[config.mk]
export PLATFORM = sky130hd
export DESIGN_NAME = intel_hex_record_loader_core
export DESIGN_NICKNAME = d
export VERILOG_FILES = /design/src/hdl/ihex_pkg.sv /design/src/hdl/intel_hex_record_loader_core.sv /design/src/hdl/ihex_ram.sv /design/src/hdl/ihex_rx.sv /design/src/hdl/ihex_eng.sv
export SDC_FILE = /design/constraint.sdc
export NUM_CORES = 2
export LEC_CHECK = 0
export ABC_AREA = 1
export BUFFER_PORTS_ARGS = -buffer_cell sky130_fd_sc_hd__buf_2
export CAP_MARGIN = 20
export CORE_UTILIZATION = 57
export CTS_CLUSTER_DIAMETER = 80
export CTS_CLUSTER_SIZE = 14
export DETAILED_ROUTE_END_ITERATION = 7
export PLACE_DENSITY = 0.8
export SYNTH_ARGS = -nofsm -noshare
export SYNTH_HDL_FRONTEND = slang
export SYNTH_SLANG_ARGS = --single-unit
[constraint.sdc]
create_clock -name clk -period 14.03 [get_ports clk]
set_clock_uncertainty 0.05 [all_clocks]
set_input_delay 1.403 -clock clk [delete_from_list [all_inputs] [get_ports clk]]
set_output_delay 1.403 -clock clk [all_outputs]
set_load 0.02 [all_outputs]
[src/hdl/ihex_pkg.sv]
// Shared constants, types and helpers of the hex record loader.
`default_nettype none
package ihex_pkg;

  localparam int RECORD_BYTES_DEF = 260;
  // Sweep index width: covers the longest checksum sweep (255 + 5 bytes).
  localparam int SWEEP_W = 9;

  localparam logic [7:0] CHAR_COLON  = 8'h3A;
  localparam logic [7:0] CHAR_LF     = 8'h0A;
  localparam logic [7:0] CHAR_CLOSE  = 8'hFF;
  localparam logic [7:0] HEX_LO      = 8'h30;
  localparam logic [7:0] HEX_HI      = 8'h66;
  localparam logic [7:0] HEX_ALPHA   = 8'h3A;
  localparam logic [4:0] HEX_ALPHA_OFS = 5'h09;
  localparam logic [31:0] WORD_ONES  = 32'hFFFF_FFFF;

  localparam logic [2:0] KIND_WRITE    = 3'd0;
  localparam logic [2:0] KIND_SKIP     = 3'd1;
  localparam logic [2:0] KIND_CSUM_ERR = 3'd2;
  localparam logic [2:0] KIND_EOF      = 3'd3;
  localparam logic [2:0] KIND_OTHER    = 3'd4;
  localparam logic [2:0] KIND_OVERFLOW = 3'd5;

  localparam logic [7:0] REC_DATA    = 8'd0;
  localparam logic [7:0] REC_EOF     = 8'd1;
  localparam logic [7:0] REC_SEGMENT = 8'd2;
  localparam logic [7:0] REC_LINEAR  = 8'd4;

  localparam logic [1:0] CFG_APP_LO  = 2'd0;
  localparam logic [1:0] CFG_APP_HI  = 2'd1;
  localparam logic [1:0] CFG_PROT_LO = 2'd2;
  localparam logic [1:0] CFG_PROT_HI = 2'd3;

  typedef struct packed {
    logic [31:0] app_lo;
    logic [31:0] app_hi;
    logic [31:0] prot_lo;
    logic [31:0] prot_hi;
  } cfg_t;

  typedef struct packed {
    logic close;
    logic overflow;
  } rx_event_t;

  // Nibble value of a character in the convertible range; letters may exceed 15.
  function automatic logic [4:0] hex_nibble(input logic [7:0] c);
    logic [4:0] low;
    low = {1'b0, c[3:0]};
    if (c < HEX_ALPHA) return low;
    return HEX_ALPHA_OFS + low;
  endfunction

endpackage
`default_nettype wire

[src/hdl/intel_hex_record_loader_core.sv]
// Top level of the hex record loader: config registers, store, front end, engine.
//
//  channel | direction | handshake              | payload
//  --------+-----------+------------------------+-----------------------------------------
//  input   | in        | in_valid / in_stall    | char_in
//  output  | out       | out_valid / out_stall  | kind, word_address, word_data, last_of_run
//  config  | in        | cfg_valid / cfg_ready  | cfg_index, cfg_data
//
// Characters inside a record transfer at one per cycle; each hex nibble is written
// straight into the record store RAM, so no cycle is spent outside the close.
// A closing character starts a checksum sweep over the store through its single read
// port, then reads the bytes of each data word (take = bytes in the word) and emits it,
// waiting on out_stall. Input is stalled while the engine works; a result waiting in
// the output register does not stall the input. Synchronous reset clears framing and
// bases and sets config to defaults (app_hi all ones); the store holds no reset value.
`default_nettype none
module intel_hex_record_loader_core import ihex_pkg::*; #(
  parameter int RECORD_BYTES = RECORD_BYTES_DEF
) (
  input  wire logic        clk,
  input  wire logic        rst,
  input  wire logic        in_valid,
  output logic             in_stall,
  input  wire logic [7:0]  char_in,
  output logic             out_valid,
  input  wire logic        out_stall,
  output logic      [2:0]  kind,
  output logic      [31:0] word_address,
  output logic      [31:0] word_data,
  output logic             last_of_run,
  input  wire logic        cfg_valid,
  output logic             cfg_ready,
  input  wire logic [1:0]  cfg_index,
  input  wire logic [31:0] cfg_data
);

  localparam int ADDR_W = $clog2(RECORD_BYTES);

  cfg_t              cfg;
  rx_event_t         ev;
  logic              busy;
  logic              accept;
  logic              we;
  logic [ADDR_W-1:0] waddr;
  logic [7:0]        wdata;
  logic [ADDR_W-1:0] raddr;
  logic [7:0]        rdata;

  // The user must issue config writes only while idle; the block does not enforce it; always take them.
  assign cfg_ready = 1'b1;

  always_ff @(posedge clk) begin
    if (rst) begin
      cfg.app_lo  <= '0;
      cfg.app_hi  <= WORD_ONES;
      cfg.prot_lo <= '0;
      cfg.prot_hi <= '0;
    end else if (cfg_valid && cfg_ready) begin
      unique case (cfg_index)
        CFG_APP_LO:  cfg.app_lo  <= cfg_data;
        CFG_APP_HI:  cfg.app_hi  <= cfg_data;
        CFG_PROT_LO: cfg.prot_lo <= cfg_data;
        CFG_PROT_HI: cfg.prot_hi <= cfg_data;
      endcase
    end
  end

  // Hold characters back while the engine sweeps the store or emits results.
  assign in_stall = busy;
  assign accept   = in_valid && !in_stall;

  ihex_rx #(
    .RECORD_BYTES(RECORD_BYTES)
  ) u_rx (
    .clk     (clk),
    .rst     (rst),
    .accept  (accept),
    .char_in (char_in),
    .we      (we),
    .waddr   (waddr),
    .wdata   (wdata),
    .ev      (ev)
  );

  ihex_ram #(
    .WIDTH(8),
    .DEPTH(RECORD_BYTES)
  ) u_store (
    .clk   (clk),
    .we    (we),
    .waddr (waddr),
    .wdata (wdata),
    .raddr (raddr),
    .rdata (rdata)
  );

  ihex_eng #(
    .RECORD_BYTES(RECORD_BYTES)
  ) u_eng (
    .clk          (clk),
    .rst          (rst),
    .ev           (ev),
    .cfg          (cfg),
    .raddr        (raddr),
    .rdata        (rdata),
    .busy         (busy),
    .out_valid    (out_valid),
    .out_stall    (out_stall),
    .kind         (kind),
    .word_address (word_address),
    .word_data    (word_data),
    .last_of_run  (last_of_run)
  );

endmodule
`default_nettype wire

[src/hdl/ihex_ram.sv]
// Generic single-write, single-read RAM with registered read data.
`default_nettype none
module ihex_ram #(
  parameter int WIDTH = 8,
  parameter int DEPTH = 260,
  localparam int ADDR_W = $clog2(DEPTH)
) (
  input  wire logic              clk,
  input  wire logic              we,
  input  wire logic [ADDR_W-1:0] waddr,
  input  wire logic [WIDTH-1:0]  wdata,
  input  wire logic [ADDR_W-1:0] raddr,
  output logic      [WIDTH-1:0]  rdata
);

  logic [WIDTH-1:0] mem [DEPTH];

  always_ff @(posedge clk) begin
    if (we) begin
      mem[waddr] <= wdata;
    end
    rdata <= mem[raddr];
  end

endmodule
`default_nettype wire

[src/hdl/ihex_rx.sv]
// Character front end: record framing, hex conversion and record store writes.
`default_nettype none
module ihex_rx import ihex_pkg::*; #(
  parameter int RECORD_BYTES = RECORD_BYTES_DEF,
  localparam int ADDR_W = $clog2(RECORD_BYTES),
  localparam int CNT_W  = $clog2(2 * RECORD_BYTES + 1)
) (
  input  wire logic              clk,
  input  wire logic              rst,
  input  wire logic              accept,
  input  wire logic [7:0]        char_in,
  output logic                   we,
  output logic      [ADDR_W-1:0] waddr,
  output logic      [7:0]        wdata,
  output rx_event_t              ev
);

  logic             in_record;
  logic             stopped;
  logic [CNT_W-1:0] cnt;
  logic [3:0]       hi;

  logic [4:0] nib;
  logic       is_hex;
  logic       is_close;
  logic       cnt_full;

  assign nib      = hex_nibble(char_in);
  assign is_hex   = (char_in >= HEX_LO) && (char_in <= HEX_HI);
  assign is_close = (char_in == CHAR_LF) || (char_in == CHAR_CLOSE);
  assign cnt_full = cnt >= CNT_W'(2 * RECORD_BYTES);

  assign waddr = cnt[ADDR_W:1];
  // Odd nibble: complete the byte, ORing the whole nibble value in.
  assign wdata = cnt[0] ? ({hi, 4'h0} | {3'b000, nib}) : {nib[3:0], 4'h0};

  always_comb begin
    we          = 1'b0;
    ev.close    = 1'b0;
    ev.overflow = 1'b0;
    if (accept && in_record) begin
      if (is_close) begin
        ev.close = 1'b1;
      end else if (!stopped && is_hex) begin
        if (cnt_full) begin
          ev.overflow = 1'b1;
        end else begin
          we = 1'b1;
        end
      end
    end
  end

  always_ff @(posedge clk) begin
    if (rst) begin
      in_record <= 1'b0;
      stopped   <= 1'b0;
      cnt       <= '0;
    end else if (accept) begin
      priority if (!in_record) begin
        if (char_in == CHAR_COLON) begin
          in_record <= 1'b1;
          stopped   <= 1'b0;
          cnt       <= '0;
        end
      end else if (is_close) begin
        in_record <= 1'b0;
      end else if (stopped) begin
        in_record <= 1'b1;
      end else if (!is_hex) begin
        stopped <= 1'b1;
      end else if (cnt_full) begin
        in_record <= 1'b0;
      end else begin
        cnt <= cnt + CNT_W'(1);
      end
    end
  end

  always_ff @(posedge clk) begin
    if (we && !cnt[0]) begin
      hi <= nib[3:0];
    end
  end

endmodule
`default_nettype wire

[src/hdl/ihex_eng.sv]
// Record close engine: checksum sweep, address bases, word emission and status results.
`default_nettype none
module ihex_eng import ihex_pkg::*; #(
  parameter int RECORD_BYTES = RECORD_BYTES_DEF,
  localparam int ADDR_W = $clog2(RECORD_BYTES)
) (
  input  wire logic              clk,
  input  wire logic              rst,
  input  rx_event_t              ev,
  input  cfg_t                   cfg,
  output logic      [ADDR_W-1:0] raddr,
  input  wire logic [7:0]        rdata,
  output logic                   busy,
  output logic                   out_valid,
  input  wire logic              out_stall,
  output logic      [2:0]        kind,
  output logic      [31:0]       word_address,
  output logic      [31:0]       word_data,
  output logic                   last_of_run
);

  localparam logic [2:0] ST_IDLE   = 3'd0;
  localparam logic [2:0] ST_SUM    = 3'd1;
  localparam logic [2:0] ST_DECIDE = 3'd2;
  localparam logic [2:0] ST_WBYTE  = 3'd3;
  localparam logic [2:0] ST_WPUT   = 3'd4;
  localparam logic [2:0] ST_RESULT = 3'd5;

  logic [2:0]         state;
  logic [SWEEP_W-1:0] idx;
  logic [SWEEP_W-1:0] idx_d;
  logic               dvalid;
  logic [7:0]         sum;
  logic [7:0]         len;
  logic [7:0]         hdr1, hdr2, rtype, hdr4, hdr5;
  logic [31:0]        lin_base;
  logic [31:0]        seg_base;
  logic [31:0]        cur_addr;
  logic [7:0]         rem;
  logic [2:0]         ic;
  logic [2:0]         ac;
  logic [31:0]        word;
  logic [2:0]         pend_kind;

  logic [7:0]         byte_in;
  logic [7:0]         len_eff;
  logic [SWEEP_W-1:0] lim;
  logic [2:0]         take;
  logic               issuing;
  logic               out_free;
  logic               loading;
  logic               may_write;

  assign byte_in  = (idx_d < SWEEP_W'(RECORD_BYTES)) ? rdata : 8'h00;
  assign len_eff  = (idx_d == '0) ? byte_in : len;
  assign lim      = {1'b0, len_eff} + SWEEP_W'(4);
  assign take     = (rem < 8'd4) ? rem[2:0] : 3'd4;
  assign issuing  = (state == ST_SUM) || ((state == ST_WBYTE) && (ic < take));
  assign out_free = !out_valid || !out_stall;
  assign loading  = out_free && ((state == ST_WPUT) || (state == ST_RESULT));
  assign raddr    = (idx < SWEEP_W'(RECORD_BYTES)) ? idx[ADDR_W-1:0] : '0;
  assign busy     = state != ST_IDLE;
  assign may_write = (cur_addr >= cfg.app_lo) && (cur_addr <= cfg.app_hi) &&
                     !((cur_addr >= cfg.prot_lo) && (cur_addr <= cfg.prot_hi));

  always_ff @(posedge clk) begin
    if (rst) begin
      state     <= ST_IDLE;
      dvalid    <= 1'b0;
      lin_base  <= '0;
      seg_base  <= '0;
      out_valid <= 1'b0;
    end else begin
      out_valid <= loading || (out_valid && out_stall);
      dvalid <= issuing;
      idx_d  <= idx;
      if (issuing) begin
        idx <= idx + SWEEP_W'(1);
      end
      unique case (state)
        ST_IDLE: begin
          if (ev.close) begin
            state <= ST_SUM;
            idx   <= '0;
            sum   <= 8'h00;
          end else if (ev.overflow) begin
            pend_kind <= KIND_OVERFLOW;
            state     <= ST_RESULT;
          end
        end
        ST_SUM: begin
          if (dvalid) begin
            if (idx_d <= lim) begin
              sum <= sum + byte_in;
            end
            unique case (idx_d)
              SWEEP_W'(0): len   <= byte_in;
              SWEEP_W'(1): hdr1  <= byte_in;
              SWEEP_W'(2): hdr2  <= byte_in;
              SWEEP_W'(3): rtype <= byte_in;
              SWEEP_W'(4): hdr4  <= byte_in;
              SWEEP_W'(5): hdr5  <= byte_in;
              default: ;
            endcase
            if ((idx_d >= SWEEP_W'(5)) && (idx_d >= lim)) begin
              state <= ST_DECIDE;
            end
          end
        end
        ST_DECIDE: begin
          if (sum != 8'h00) begin
            pend_kind <= KIND_CSUM_ERR;
            state     <= ST_RESULT;
          end else if (rtype == REC_DATA) begin
            if (len != 8'h00) begin
              cur_addr <= {16'h0000, hdr1, hdr2} + lin_base + seg_base;
              rem      <= len;
              idx      <= SWEEP_W'(4);
              ic       <= 3'd0;
              ac       <= 3'd0;
              word     <= WORD_ONES;
              state    <= ST_WBYTE;
            end else begin
              pend_kind <= KIND_OTHER;
              state     <= ST_RESULT;
            end
          end else if (rtype == REC_SEGMENT) begin
            seg_base  <= {12'h000, hdr4, hdr5, 4'h0};
            lin_base  <= '0;
            pend_kind <= KIND_OTHER;
            state     <= ST_RESULT;
          end else if (rtype == REC_LINEAR) begin
            lin_base  <= {hdr4, hdr5, 16'h0000};
            seg_base  <= '0;
            pend_kind <= KIND_OTHER;
            state     <= ST_RESULT;
          end else begin
            lin_base  <= '0;
            seg_base  <= '0;
            pend_kind <= (rtype == REC_EOF) ? KIND_EOF : KIND_OTHER;
            state     <= ST_RESULT;
          end
        end
        ST_WBYTE: begin
          if (issuing) begin
            ic <= ic + 3'd1;
          end
          if (dvalid) begin
            word[{ac[1:0], 3'b000} +: 8] <= byte_in;
            ac <= ac + 3'd1;
            if ((ac + 3'd1) == take) begin
              state <= ST_WPUT;
            end
          end
        end
        ST_WPUT: begin
          if (out_free) begin
            kind         <= may_write ? KIND_WRITE : KIND_SKIP;
            word_address <= cur_addr;
            word_data    <= word;
            last_of_run  <= rem <= 8'd4;
            cur_addr     <= cur_addr + 32'd4;
            rem          <= rem - {5'b00000, take};
            if (rem <= 8'd4) begin
              state <= ST_IDLE;
            end else begin
              ic    <= 3'd0;
              ac    <= 3'd0;
              word  <= WORD_ONES;
              state <= ST_WBYTE;
            end
          end
        end
        ST_RESULT: begin
          if (out_free) begin
            kind         <= pend_kind;
            word_address <= '0;
            word_data    <= '0;
            last_of_run  <= 1'b1;
            state        <= ST_IDLE;
          end
        end
        default: state <= ST_IDLE;
      endcase
    end
  end

endmodule
`default_nettype wire

## Word level (Yosys, flattened, before mapping)

Memories as Yosys holds them, arrays and structs flattened. A register that Yosys moved wholly into a read port is not among the register bits.
Index checks and enable logic that the tools add are counted.

- Bits of input ports: 47
- Logic and storage cells: 272
- Bits in writable memories: 2080
- Output and inout bits: 71
- Latch bits: 0
- Bits in read-only memories: 0
- Register bits after elaboration: 436
- Memories kept: 1

Memories:

| memory | words | width | read ports | clocked after Yosys merged registers in | write ports | RTL line | RTL |
|---|---|---|---|---|---|---|---|
| u_store.mem | 260 | 8 | 1 | 1 | 1 | ihex_ram.sv:16 | `logic [WIDTH-1:0] mem [DEPTH];` |

- $mul: 0
- Bitwise gates (word level): 4
- Order comparisons: 16
- Div/mod/pow operators: 0
- $add $sub $neg: 12
- Mux-type cells: 108
- Shifts and indexed selects: 2
- Reductions and logical operators: 56
- Eq/ne operators: 41

Operator list:

| operator | count |
|---|---|
| $mux W32 | 15 |
| $pmux W32 S2 | 3 |
| $pmux W32 S3 | 1 |
| $mux W3 | 28 |
| $mux W8 | 10 |
| $ge A32 B32 Y1 | 2 |
| $le A32 B32 Y1 | 2 |
| $mux W10 | 6 |
| $mux W9 | 6 |
| $add A16 B32 Y32 | 1 |
| $add A32 B3 Y32 const B | 1 |
| $add A32 B32 Y32 | 1 |
| $bwmux W32 | 1 |
| $pmux W8 S2 | 2 |
| $shift A8 B7 Y32 const A | 1 |
| $shiftx A8 B7 Y32 | 1 |
| $mux W1 | 24 |
| $ne A2 B2 Y1 const B | 12 |
| $reduce_and A4 Y1 | 6 |
| $mux W20 | 1 |
| $eq A9 B2 Y1 const B | 2 |
| $eq A9 B3 Y1 const B | 2 |
| $lt A9 B9 Y1 const B | 2 |
| $pmux W3 S3 | 2 |
| other kinds (58) | 107 |

## Longest topological paths before layout

- Depth after elaboration: 10
- Depth in mapped cells: 20
- Mapped depth without buffers: 20

## Cells and area by module

From an unflattened synthesis, not the netlist that was laid out.

- Cells, all modules: 10066
- Area, all modules: 108361.4 um^2

Modules (own cells, without submodules):

| module | cells an instance | area each (um^2) | times used | seq. area each (um^2) |
|---|---|---|---|---|
| ihex_ram | 7063 | 84721.3 | 1 | 62620.1 |
| ihex_eng | 2028 | 17065.1 | 1 | 7437.1 |
| intel_hex_record_loader_core | 768 | 5212.5 | 1 | 2562.5 |
| ihex_rx | 207 | 1362.6 | 1 | 360.3 |

## Least setup slack after synthesis

Ideal clock, no wire load.

- Path type: input to register
- Start: in char_in[5]
- End: mem u_store.mem[0][6], data pin
- Required time: 11.762 ns
- Buffers on the path: 0
- Slack: -0.447 ns
- Data arrival time: 12.209 ns
- Library setup time: 2.218 ns
- Stages: 6
- Cells stage by stage: nand2_1 o21ai_1 nand2_1 xor2_1 inv_1 o21ai_0

- Longest elaborated chain between the ends: 4

RTL lines:

| item | RTL line | RTL |
|---|---|---|
| start, declared | intel_hex_record_loader_core.sv:24 | `input wire logic [7:0] char_in,` |
| $lt A8 B6 Y1 | ihex_pkg.sv:51 | `if (c < HEX_ALPHA) return low;` |
| $mux W1 | ihex_pkg.sv:51 |  |
| $mux W5 | ihex_pkg.sv:52 | `return HEX_ALPHA_OFS + low;` |
| named net u_rx.nib[2] | ihex_rx.sv:23 | `logic [4:0] nib;` |
| $mux W8 | ihex_rx.sv:35 | `assign wdata = cnt[0] ? ({hi, 4'h0} \| {3'b000, nib}) : {nib[3:0], 4'h0};` |
| named net u_rx.wdata[6] | ihex_rx.sv:14 | `output logic [7:0] wdata,` |
| end, declared | ihex_ram.sv:16 |  |

The timed path passes the listed nets, and every way through them passes these cells.

## Worst setup path in the final report

- Start: reg u_eng.idx[2]
- End: reg u_store.rdata[2], read port of u_store.mem

- Longest elaborated chain between the ends: 2

RTL lines:

| item | RTL line | RTL |
|---|---|---|
| start, declared | ihex_eng.sv:30 | `logic [SWEEP_W-1:0] idx;` |
| start signal, assigned | ihex_eng.sv:78 | `idx <= idx + SWEEP_W'(1);` |
| $lt A9 B9 Y1 | ihex_eng.sv:61 | `assign raddr = (idx < SWEEP_W'(RECORD_BYTES)) ? idx[ADDR_W-1:0] : '0;` |
| $mux W9 * | ihex_eng.sv:61 |  |
| end, declared | ihex_ram.sv:13 | `output logic [WIDTH-1:0] rdata` |

Mark *: on every way between the ends. The rest lies on a longest branch, timed or not.
A chain may end at the register's enable or synchronous reset.

==> impl_metrics.csv <==
group,metric,value,unit
logic_synthesis,syn_avg_cell_area,11.4,sq um
cts,clockRootBuffer,"clkbuf_16",
finish,final_util,61.7,%
cts,clk_pin_slew_worst_paths,0.07,ns
routing,drc,2,
floorplanning,coreArea,0.186,sq mm
cts,cts_buffer_depth,3,
finish,fin_cells,11800,
place,gp_congestion,0.910,
place,pre_cts_ws,8.19,ns
min_path,min-delay-start,"cfg[50]",
global_route,track_usage,29.5,%
cts,postCtsResizedCells,0,
sta,fmax,166,MHz
sta,finalSetupViolCount,0,
place,place_area,0.109,sq mm
setup_path,worstSetupEndpointType,"flop",
global_route,globalRoute.totalOverflow,0,
sta,rsz0062_at_grt,"no",
floorplanning,rows,158,
logic_synthesis,postSynthCellCount,9402,
pwr,cellLeakagePower,40.0,nW
finish,fin_area,0.115,sq mm
floorplanning,dieArea,0.190,sq mm
sta,slew_headroom,-9.59,%
sta,hold_viol,0,
setup_path,worstReg2RegStart,"u_eng.idx[2]",
logic_synthesis,netlist-cell-type-count,56,
run_status,violations,"DRC, slew limit",
logic_synthesis,synthTopCellsByArea,"edfxtp_1 (65%), nand3_1 (9.0%), nand2_1 (5.7%)",
finish,fin_nets,9447,
logic_synthesis,syn_area,0.107,sq mm
routing,via_count,75200,
logic_synthesis,postSynth.asyncResetShare,0,%
cts,cts_buffers,196,
sta,worst_pin_slew,1.64,ns
logic_synthesis,synth_ff_type,"edfxtp_1",
routing,drt_iter0_markers,10900,
global_route,grt_pass1_vias,72300,
logic_synthesis,yosysTopAreaCell,"edfxtp_1",
setup_path,reg2reg_slack,7.99,ns
floorplanning,die_w,435,um
setup_path,critPathKind,"reg -> reg",
sta,fin_crit,6.04,ns
floorplanning,io_pins,118,
finish,drive_gt1_share,6.80,%
sta,setup_tns,0,ns
global_route,antenna_found_initial,4,
routing,wl_per_cell,24.3,um
cts,clock_latency,0.88,ns
routing,detail_route.vias_per_cell,6.38,
setup_path,cp_slowest_cell,"buf_4",
routing,wirelength,286,mm
cts,h-tree-depth,4,
cts,hold_buffers,0,
min_path,hold_depth,2,
sta,post-route-period-util,43.0,%
place,dp.cells,11500,
logic_synthesis,yosysSeqAreaShare,68.2,%
floorplanning,die_h,435,um
cts,cts.sinks,2492,
pwr,peakVddDrop,157,uV
setup_path,critical_path_arrival,6.75,ns
setup_path,cpPeakStageDelay,0.90,ns
setup_path,rr_endpoint,"u_store.rdata[2]",
logic_synthesis,synth-edff-count,2307,
cts,post_cts_buffers,0,
finish,area_growth,7.16,%
setup_path,critPathMaxFanout,195,
setup_path,crit_path_start_kind,"flop",
logic_synthesis,synth_top_area_share,64.7,%
place,placement.io_buffers,116,
routing,firstDrtPassIters,8,
run,maxCapViolations,0,
routing,ant_nets,0,
setup_path,r2r_cells,16,
floorplanning,start_util,57.6,%
pwr,powerDensity,147,mW/mm^2
place,place_hpwl,164,mm
setup_path,cp.required,14.75,ns
sta,setup_ws,7.99,ns
setup_path,worstPathCellList,"nor2_2 -> nand3_2 -> nand2_8 -> nand2_8 -> inv_8 -> buf_12 -> buf_4 -> o21ai_0 -> nand3_1 -> nand3_1 -> nand3_1 -> nand3_1 -> nand3_1 -> nand3_1 -> nand3_1 -> nand2_1",
min_path,holdPathEnd,"cfg[50]",
global_route,grt_pass1_wl,431,mm
run_status,status,"finished with violations",
min_path,hold_path.class,"reg -> reg",
logic_synthesis,yosysWarningCount,0,
sta,final_max_slew_viol_count,121,
cts,cts_tree,"built",
setup_path,cp_common_cell,"nand3_1",
logic_synthesis,ys_ff_latch,2492,
global_route,grt_max_degree,218,
==> placed cells by master (no fill, tap or decap), types with 42 or more instances in the layout <==
| master | n |
|---|---|
| nand2_1 | 1624 |
| ha_1 | 176 |
| clkbuf_16 | 197 |
| dfxtp_1 | 185 |
| a211oi_1 | 42 |
| buf_2 | 117 |
| a21oi_1 | 253 |
| clkbuf_1 | 55 |
| o21bai_1 | 192 |
| or2_2 | 109 |
| edfxtp_1 | 2307 |
| nand3_1 | 1932 |
| o211ai_1 | 42 |
| nor2_1 | 732 |
| nand3b_1 | 86 |
| inv_1 | 386 |
| o22ai_1 | 161 |
| o21ai_0 | 257 |
| buf_4 | 90 |
==> kinds of logic (layout without fill, tap and decap cells) <==
kind of cell / after synthesis / in the layout / share of synthesized area [%]
fa+ha+maj: 178 / 178 / 2.09
buf+inv: 1008 / 897 / 4.01
compound gates: 1029 / 1029 / 5.84
xor+xnor: 44 / 44 / 0.360
other cells: 1 / 17 / 0.00350
flops: 2492 / 2492 / 68.2
simple gates: 4650 / 4650 / 19.5
==> worst max-delay path, delay by kind of cell (launching register included) <==
kind,cells,cell delay (ns)
flip-flops,1,0.55
buffers and inverters,3,2.19
AO/OA/AOI/OAI,1,0.24
AND/OR/NAND/NOR,12,2.27
==> where the power goes <==
part / internal [mW] / switching (mW) / total, mW
Clock: 2.56 / 2.56 / 5.12
Combinational: 0.932 / 2.33 / 3.26
Sequential: 8.29 / 0.162 / 8.46
==> cells in the mapped netlist (all sizes together) (3+ instances only) <==
library cell / n
a211oi: 42
edfxtp: 2307
or2: 109
nor2: 752
o21a: 7
dfxtp: 185
nand3b: 86
a22oi: 18
o221ai: 3
a31oi: 9
clkbuf: 198
xnor2: 19
nand2: 1655
xor2: 25
and2: 5
buf: 405
o21ai: 268
nor3b: 4
nor3: 46
o211ai: 42
nor4: 26
nand4: 27
inv: 396
nand3: 1938
o21bai: 192
ha: 176
o22ai: 161
a221o: 8
a21oi: 253
a221oi: 4
o31ai: 9
a21o: 5
clkinv: 9
==> sequential cells by signal, summed over array words and instances, names as in the netlist, 9 cells and up <==
name                count
u_eng.idx               9
u_eng.word             32
cfg                   128
u_eng.word_address     32
u_eng.seg_base         16
u_eng.lin_base         16
u_store.mem          2080
u_rx.cnt               10
u_eng.cur_addr         32
u_eng.idx_d             9
u_eng.word_data        32
==> stage by stage <==
step / power, mW / hold WS (ns)
floorplan: 10.9 / 0.371
global placement: 11.7 / 0.395
detailed placement: 11.8 / 0.399
CTS: 16.8 / 0.415
global route: 17.4 / 0.427
finish: 16.8 / 0.413
==> final cells by class <==
| class | instances | area (sq um) |
|---|---|---|
| sequential | 2492 | 73000 |
| fill | 13700 | 71300 |
| multi-input combinational | 5903 | 30000 |
| clock buffer | 252 | 5140 |
| tap | 2480 | 3100 |
| timing repair buffer | 224 | 1620 |
| inverter | 405 | 1550 |
| clock inverter | 16 | 312 |
| antenna | 15 | 37.5 |
==> worst max path at each step <==
stage	start	end	slack, ns	cells past startpoint
global route	u_eng.idx[4]	u_store.rdata[6]	7.78	16
floorplan	char_in[5]	u_store.mem[0][6]	4.01	6
detailed placement	u_eng.idx[2]	u_store.rdata[1]	8.19	16
CTS	u_eng.idx[2]	u_store.rdata[5]	8.20	16
global placement	u_eng.idx[2]	u_store.rdata[2]	8.17	16
finish	u_eng.idx[2]	u_store.rdata[2]	7.99	16
==> per-layer routing <==
layer | track usage, % | vias to the layer above | share of wire [%]
met5 | 0 | - | 0
met4 | 14.6 | 0 | 5.2
li1 | - | 33100 | -
met1 | 38.9 | 36200 | 36
met2 | 46.8 | 5074 | 47
met3 | 6.10 | 848 | 12
(Power assumes the default switching activity.)
